[config.mk]
export PLATFORM = sky130hd
export DESIGN_NAME = tms_back
export DESIGN_NICKNAME = d
export VERILOG_FILES = /design/src/design/tms_pkg.sv /design/src/design/tms_back.sv
export SDC_FILE = /design/constraint.sdc
export NUM_CORES = 1
export LEC_CHECK = 0
export BUFFER_PORTS_ARGS = -buffer_cell sky130_fd_sc_hd__buf_2
export CAP_MARGIN = 20
export CORE_MARGIN = 1
export CORE_UTILIZATION = 51
export DETAILED_ROUTE_END_ITERATION = 7
export PLACE_DENSITY = 0.83
export SYNTH_ARGS = -nofsm -noshare
export SYNTH_HDL_FRONTEND = slang
export SYNTH_SLANG_ARGS = --single-unit
[constraint.sdc]
create_clock -name clk -period 21.1 [get_ports clk]
set_input_delay 3.165 -clock clk [delete_from_list [all_inputs] [get_ports clk]]
set_output_delay 3.165 -clock clk [all_outputs]
set_load 0.1 [all_outputs]
[src/design/tms_pkg.sv]
package tms_pkg;

    localparam int MAX_EDGES_DEF  = 256;
    localparam int INDEX_BITS_DEF = 16;
    localparam int IDX_W          = 16;
    localparam int POS_W          = 32;
    localparam int KEY_W          = 32;
    localparam int QDEPTH         = 2;

    localparam logic REC_VERTEX   = 1'b0;
    localparam logic REC_TRIANGLE = 1'b1;

    localparam logic [0:0] REG_BASE = 1'b0;

    typedef struct packed {
        logic [IDX_W-1:0] corner0_index;
        logic [IDX_W-1:0] corner1_index;
        logic [IDX_W-1:0] corner2_index;
        logic signed [POS_W-1:0] corner0_x;
        logic signed [POS_W-1:0] corner0_y;
        logic signed [POS_W-1:0] corner0_z;
        logic signed [POS_W-1:0] corner1_x;
        logic signed [POS_W-1:0] corner1_y;
        logic signed [POS_W-1:0] corner1_z;
        logic signed [POS_W-1:0] corner2_x;
        logic signed [POS_W-1:0] corner2_y;
        logic signed [POS_W-1:0] corner2_z;
    } tri_in_t;

    typedef struct packed {
        logic record_kind;
        logic [IDX_W-1:0] new_vertex_index;
        logic signed [POS_W-1:0] mid_x;
        logic signed [POS_W-1:0] mid_y;
        logic signed [POS_W-1:0] mid_z;
        logic [IDX_W-1:0] tri_a;
        logic [IDX_W-1:0] tri_b;
        logic [IDX_W-1:0] tri_c;
        logic overflow;
        logic last;
    } rec_out_t;

    // classified triangle handed from front to back
    typedef struct packed {
        logic overflow;
        logic [2:0] fresh;
        logic [IDX_W-1:0] i0;
        logic [IDX_W-1:0] i1;
        logic [IDX_W-1:0] i2;
        logic [IDX_W-1:0] m0;
        logic [IDX_W-1:0] m1;
        logic [IDX_W-1:0] m2;
        logic signed [POS_W-1:0] h0x;
        logic signed [POS_W-1:0] h0y;
        logic signed [POS_W-1:0] h0z;
        logic signed [POS_W-1:0] h1x;
        logic signed [POS_W-1:0] h1y;
        logic signed [POS_W-1:0] h1z;
        logic signed [POS_W-1:0] h2x;
        logic signed [POS_W-1:0] h2y;
        logic signed [POS_W-1:0] h2z;
    } job_t;

    typedef enum logic [1:0] {
        FS_IDLE,
        FS_SCAN,
        FS_WRITE
    } front_state_t;

    typedef enum logic [2:0] {
        BS_IDLE,
        BS_MID,
        BS_TRI0,
        BS_TRI1,
        BS_TRI2,
        BS_TRI3
    } back_state_t;

    function automatic logic [POS_W-1:0] half_sum(input logic [POS_W-1:0] a,
                                                  input logic [POS_W-1:0] b);
        logic [POS_W:0] s;
        begin
            s = {a[POS_W-1], a} + {b[POS_W-1], b};
            half_sum = s[POS_W:1];
        end
    endfunction

endpackage

[src/design/tms_back.sv]
module tms_back import tms_pkg::*; (
    input  logic     clk,
    input  logic     rst_n,
    input  logic     job_valid,
    input  job_t     job,
    output logic     job_room,
    output logic     done,
    output rec_out_t result
);

    job_t        q_reg [QDEPTH];
    logic [0:0]  wp_reg, rp_reg;
    logic [1:0]  cnt_reg;
    back_state_t state_reg, state_next;
    job_t        cur_reg;
    logic [2:0]  left_reg;
    logic        pop;
    logic [1:0]  mk;
    rec_out_t    res_next;
    logic        done_next;

    assign job_room = (cnt_reg != 2'(QDEPTH));
    assign pop = (state_reg == BS_IDLE) && (cnt_reg != 2'd0);

    always_comb
    begin
        mk = 2'd3;
        for (int j = 2; j >= 0; j--)
        begin
            if (left_reg[j]) mk = 2'(j);
        end
    end

    always_comb
    begin
        state_next = state_reg;
        case (state_reg)
            BS_IDLE:
                if (pop)
                begin
                    if (q_reg[rp_reg].overflow) state_next = BS_IDLE;
                    else if (q_reg[rp_reg].fresh != 3'b000) state_next = BS_MID;
                    else state_next = BS_TRI0;
                end
            BS_MID:  if ((left_reg & ~(3'b001 << mk)) == 3'b000) state_next = BS_TRI0;
            BS_TRI0: state_next = BS_TRI1;
            BS_TRI1: state_next = BS_TRI2;
            BS_TRI2: state_next = BS_TRI3;
            BS_TRI3: state_next = BS_IDLE;
            default: state_next = BS_IDLE;
        endcase
    end

    always_comb
    begin
        res_next  = '0;
        done_next = 1'b0;
        case (state_reg)
            BS_IDLE:
                if (pop && q_reg[rp_reg].overflow)
                begin
                    done_next = 1'b1;
                    res_next.record_kind = REC_TRIANGLE;
                    res_next.overflow = 1'b1;
                    res_next.last = 1'b1;
                end
            BS_MID:
            begin
                done_next = 1'b1;
                res_next.record_kind = REC_VERTEX;
                case (mk)
                    2'd0:
                    begin
                        res_next.new_vertex_index = cur_reg.m0;
                        res_next.mid_x = cur_reg.h0x;
                        res_next.mid_y = cur_reg.h0y;
                        res_next.mid_z = cur_reg.h0z;
                    end
                    2'd1:
                    begin
                        res_next.new_vertex_index = cur_reg.m1;
                        res_next.mid_x = cur_reg.h1x;
                        res_next.mid_y = cur_reg.h1y;
                        res_next.mid_z = cur_reg.h1z;
                    end
                    default:
                    begin
                        res_next.new_vertex_index = cur_reg.m2;
                        res_next.mid_x = cur_reg.h2x;
                        res_next.mid_y = cur_reg.h2y;
                        res_next.mid_z = cur_reg.h2z;
                    end
                endcase
            end
            BS_TRI0:
            begin
                done_next = 1'b1;
                res_next.record_kind = REC_TRIANGLE;
                res_next.tri_a = cur_reg.i0;
                res_next.tri_b = cur_reg.m0;
                res_next.tri_c = cur_reg.m2;
            end
            BS_TRI1:
            begin
                done_next = 1'b1;
                res_next.record_kind = REC_TRIANGLE;
                res_next.tri_a = cur_reg.i1;
                res_next.tri_b = cur_reg.m1;
                res_next.tri_c = cur_reg.m0;
            end
            BS_TRI2:
            begin
                done_next = 1'b1;
                res_next.record_kind = REC_TRIANGLE;
                res_next.tri_a = cur_reg.i2;
                res_next.tri_b = cur_reg.m2;
                res_next.tri_c = cur_reg.m1;
            end
            BS_TRI3:
            begin
                done_next = 1'b1;
                res_next.record_kind = REC_TRIANGLE;
                res_next.tri_a = cur_reg.m0;
                res_next.tri_b = cur_reg.m1;
                res_next.tri_c = cur_reg.m2;
                res_next.last = 1'b1;
            end
            default: ;
        endcase
    end

    always_ff @(posedge clk)
    begin
        if (job_valid)
        begin
            q_reg[wp_reg] <= job;
        end
        if (pop)
        begin
            cur_reg <= q_reg[rp_reg];
        end
        result <= res_next;
    end

    always_ff @(posedge clk or negedge rst_n)
    begin
        if (!rst_n)
        begin
            state_reg <= BS_IDLE;
            wp_reg    <= '0;
            rp_reg    <= '0;
            cnt_reg   <= '0;
            left_reg  <= '0;
            done      <= 1'b0;
        end
        else
        begin
            state_reg <= state_next;
            done      <= done_next;
            if (job_valid) wp_reg <= wp_reg + 1'b1;
            if (pop) rp_reg <= rp_reg + 1'b1;
            cnt_reg <= cnt_reg + 2'(job_valid) - 2'(pop);
            if (pop) left_reg <= q_reg[rp_reg].fresh;
            else if (state_reg == BS_MID) left_reg <= left_reg & ~(3'b001 << mk);
        end
    end

`ifndef NO_ASSERTIONS
    a_no_push_full: assert property (@(posedge clk) disable iff (!rst_n)
        job_valid |-> job_room) else $error("queue overrun");
    a_mid_has_work: assert property (@(posedge clk) disable iff (!rst_n)
        state_reg == BS_MID |-> left_reg != 3'b000) else $error("empty midpoint step");
    a_tri_chain: assert property (@(posedge clk) disable iff (!rst_n)
        state_reg == BS_TRI0 |=> state_reg == BS_TRI1) else $error("triangle sequence broken");
`endif

endmodule

* After elaboration in Yosys (flattened, before gate mapping)
Memories as Yosys holds them, arrays and structs flattened.
Cells that the tools add are included.
** Word-level totals
- Input bits :: 391
- Register bits :: 558
- Bits in read-only memories :: 0
- Memories kept :: 1
- Word-level logic and storage cells :: 78
- Latch bits :: 0
- Output and inout bits :: 165
- RAM bits :: 776
** Memory list
- q_reg :: depth 2, width 388, rd ports 1, clocked after Yosys merged registers in 0, write ports 1, line tms_back.sv:11 : job_t q_reg [QDEPTH];
** Operators by class
- Mux-type cells :: 19
- Bitwise operators :: 2
- Multipliers :: 0
- Shifts and indexed selects :: 1
- Equal/unequal tests :: 9
- Magnitude comparators :: 0
- $add $sub $neg :: 4
- Reductions and logical operators :: 11
- Div/mod/pow operators :: 0
** Operators by type and width (count)
- $pmux 112 s2 :: 1
- $pmux 48 s4 :: 1
- $pmux 3 s5 :: 1
- $mux 3 :: 4
- $mux 2 :: 5
- $eq 3x2->1 const B :: 2
- $eq 3x3->1 const B :: 2
- $logic_not 3->1 :: 2
- $ne 2x2->1 const B :: 3
- $pmux 1 s2 :: 3
- $reduce_or 5->1 :: 1
- $mux 1 :: 4
- $reduce_bool 2->1 :: 2
- $reduce_or 4->1 :: 1
- $and 3x3->3 :: 1
- $eq 3x1->1 const B :: 1
- $not 3->3 :: 1
- $reduce_bool 3->1 :: 1
- $shl 1x2->3 const A :: 1
- $add 1x1->1 const B :: 2
- $add 2x1->2 :: 1
- $eq 2x1->1 const B :: 1
- $logic_and 1x1->1 :: 2
- $logic_not 2->1 :: 1
- 2 further kinds :: 2

* Longest topological paths before layout
- Depth in word-level cells :: 9
- Depth in mapped cells :: 7
- Gate-level depth less buffers :: 5

* Least setup slack after synthesis
No wires, ideal clock.
- Kind :: input to register
- Start point :: input port job_valid
- End point :: memory q_reg[0][0] (netlist name) (enable)
- Buffers on the path :: 0
- Path slack :: 0.088 ns
- Arrival :: 19.819 ns
- Library setup time :: 1.193 ns
- Required time :: 19.907 ns
- Stages on the path :: 1
- Path through :: nor2b_1
** On the way
- Word-level cells in the longest chain between the ends :: 2
** Ends and longest elaborated chain
- start, declared :: line tms_back.sv:4 : input logic job_valid,
- $mux 1 :: line tms_back.sv:134 : if (job_valid)
- $mux 1 (implied by the code) :: line tms_back.sv:136 : q_reg[wp_reg] <= job;
- end, declared :: line tms_back.sv:11
No other way between the ends.

* Final worst setup path
- Start point :: input port job_valid
- End point :: memory q_reg[1][157] (netlist name) (enable)
The elaborated chain is that of the path after synthesis.

==> results_dict.tcl <==
set metrics [dict create \
    status "finished, final reports clean" \
    crit_fanout 70 \
    yosysUniqueCellTypes 45 \
    avgSynthCellArea_um2 20.1 \
    ys_seq_elements 1334 \
    yosysTopAreaCellShare_pct 73.0 \
    ys.flop_type "edfxtp_1" \
    p_sw_share_pct 34.9 \
    drc 0 \
    crit_type "in -> reg" \
    finClkSkew_ns 0.0324 \
    arrival_ns 6.83 \
    pin_count 556 \
    synth_seq_area_share_pct 80.4 \
    gp_congestion 0.792 \
    tightestPinTransition_ns 1.18 \
    grt_pass1_wl_um 143000 \
    area_growth_pct 17.7 \
    power.leakage_nw 20.2 \
    root_buffer "clkbuf_16" \
    cts_hold_buffers 0 \
    start_util_pct 51.7 \
    reg2reg_depth 5 \
    synthCells 2375 \
    period_needed_ns 6.49 \
    routed_wl_um 98700 \
    irDropWorstVdd_mv 0.144 \
    cp-startpoint "job_valid" \
    critPathMaxStageDelay_ns 0.88 \
    vias_per_cell 5.35 \
    post_cts_resize_count 0 \
    cp.required_ns 21.44 \
    slew_violations 0 \
    yosysWarnings 0 \
    startpoint_type "input pin" \
    critPathSlowestCell "buf_4" \
    synth-async-reset-ratio_pct 0.825 \
    cts.reportedPaths.clkPinSlew_ns 0.06 \
    finalSetupTns_ns 0 \
    nets 3374 \
    ant_nets 0 \
    finalCritPeriodShare_pct 30.8 \
    clock_path_buffers 3 \
    r2r-start "state_reg[0]" \
    maxSlewHeadroom_pct 21.5 \
    max_freq_mhz 154 \
    grtUsageTotal_pct 20.5 \
    core_um2 92200 \
    rows 111 \
    nFillCells 6395 \
    worstPathCellList "buf_2 -> and2_4 -> buf_4 -> buf_4 -> buf_4" \
    finalSetupViolations 0 \
    power.switching_mw 3.19 \
    drive_above_1_share_pct 42.0 \
    cts_sinks 1334 \
    largest_reg_flops 776 \
    syn_nets 2767 \
    synthTopCellsByArea "edfxtp_1, mux2_2, dfxtp_1" \
    power_frac_seq_pct 44.9 \
    drt_iter0_markers 1944 \
    final_cell_mix "edfxtp_1, buf_2, mux2_2" \
    die_w_um 308 \
    rrSetupSlack_ns 16.68 \
    dr.pass1.iters 5 \
    clock_latency_ns 0.75 \
    r2r_end "cur_reg[63]" \
    numCtsBuffers 131 \
    max_cap_violations 0 \
    power.internal_mw 5.96 \
    wl_per_cell_um 22.7 \
    die_area_um2 94800 \
    grt_remaining_overflow 0 \
    htree_levels 4 \
    pwr-share-comb_pct 29.8 \
    post-dp-hpwl_um 59900 \
    synth_edf_count 1160 \
    rsz0062_at_grt "no" \
    synth_area_um2 47700 \
    cts_tree "built" \
    power.density_nw_per_um2 163 \
    antenna_found_initial 49 \
    grt_max_degree 190 \
    die_y_um 308 \
    layout_commonest_cell "edfxtp_1" \
    vias 23300 \
    post-cts-setup-buffers 0 \
    synth_top_area_cell "edfxtp_1" \
    power_frac_clock_pct 25.3 \
    cp-end-kind "flip-flop" \
    grt_pass1_vias 23800 \
    cpMostUsedCell "buf_4" \
    min_path_cells 2 \
    hold_path_class "reg -> reg" \
    finalHoldViolations 0 \
    port_buffers 555 \
    power_mw 9.15 \
    setup.worst_path.end "q_reg[1][157]" \
]
[Yosys cell counts, drive strengths merged, types with 3 or more instances]
cell,instances
dfxtp,163
mux2,498
mux2i,179
edfxtp,1160
nand2b,3
o22ai,49
clkbuf,25
nand2,3
dfrtp,11
nor2b,17
a21oi,33
buf,86
nor2,116
[through the flow]
stage	worst slack (ns)	hold slack (ns)	instances	utilization (%)	cell area, um2
final	14.61	0.464	4358	60.9	56100
after floorplan	0.0882	0.455	2375	-	47700
after CTS	14.67	0.470	4334	60.8	56100
after detailed placement	13.89	0.472	4091	56.1	51700
after global placement	13.96	0.463	4091	56.1	51700
after global routing	14.45	0.485	4352	60.9	56100
[power by group through the flow]
stage          Combinational [mW]  Sequential [mW]  Clock (mW)
2_1_floorplan                1.35             5.11           0
3_3_place_gp                 2.68             4.12           0
3_5_place_dp                 2.73             4.16           0
4_1_cts                      2.75             4.12        2.35
5_1_grt                      2.86             4.17        2.45
6_report                     2.73             4.11        2.32
[how the worst min path moves through the flow]
stage / startpoint / end / slack (ns)
floorplan: wp_reg / wp_reg / 0.46
finish: cur_reg[251] / result[109] / 0.46
detailed placement: cur_reg[239] / result[97] / 0.47
global route: cur_reg[251] / result[109] / 0.49
CTS: cur_reg[251] / result[109] / 0.47
global placement: cur_reg[241] / result[99] / 0.46
[routing by layer]
layer,share of wire [%],track usage [%],wire (um)
met5,0.37,0,363
met1,38,24.5,37700
met3,7.2,6.23,7120
met4,2.8,8.35,2750
met2,51,34.7,50800
[cell type report]
cell class              count  area (um2)  share of cell area (%)
clock buffers             192        3810                    6.79
repair buffers            585        3040                    5.41
inverters                   1        3.75                 0.00669
diodes                     23        57.6                   0.103
multi-input cells         929        8740                    15.6
well taps                1243        1560                    2.77
clock inverters            51         553                   0.985
flip-flops and latches   1334       38400                    68.4
[cell families (layout without fill, tap and decap cells)]
family	count (synthesis)	count (layout)	share of synthesized area, %
AOI/OAI and AO/OA	96	96	1.23
xor gates and xnor gates	3	3	0.0551
adders and majority gates	2	2	0.0472
buffers and inverters	112	829	1.28
DFF	1334	1334	80.4
muxes	677	677	15.5
other	0	23	0
and+or+nand+nor	151	151	1.42
[critical path: cells and delay by family]
family	cells	cell delay, ns
buf+inv	4	2.72
simple gates	1	0.70
Note: power is estimated with default switching activity, not from simulation.
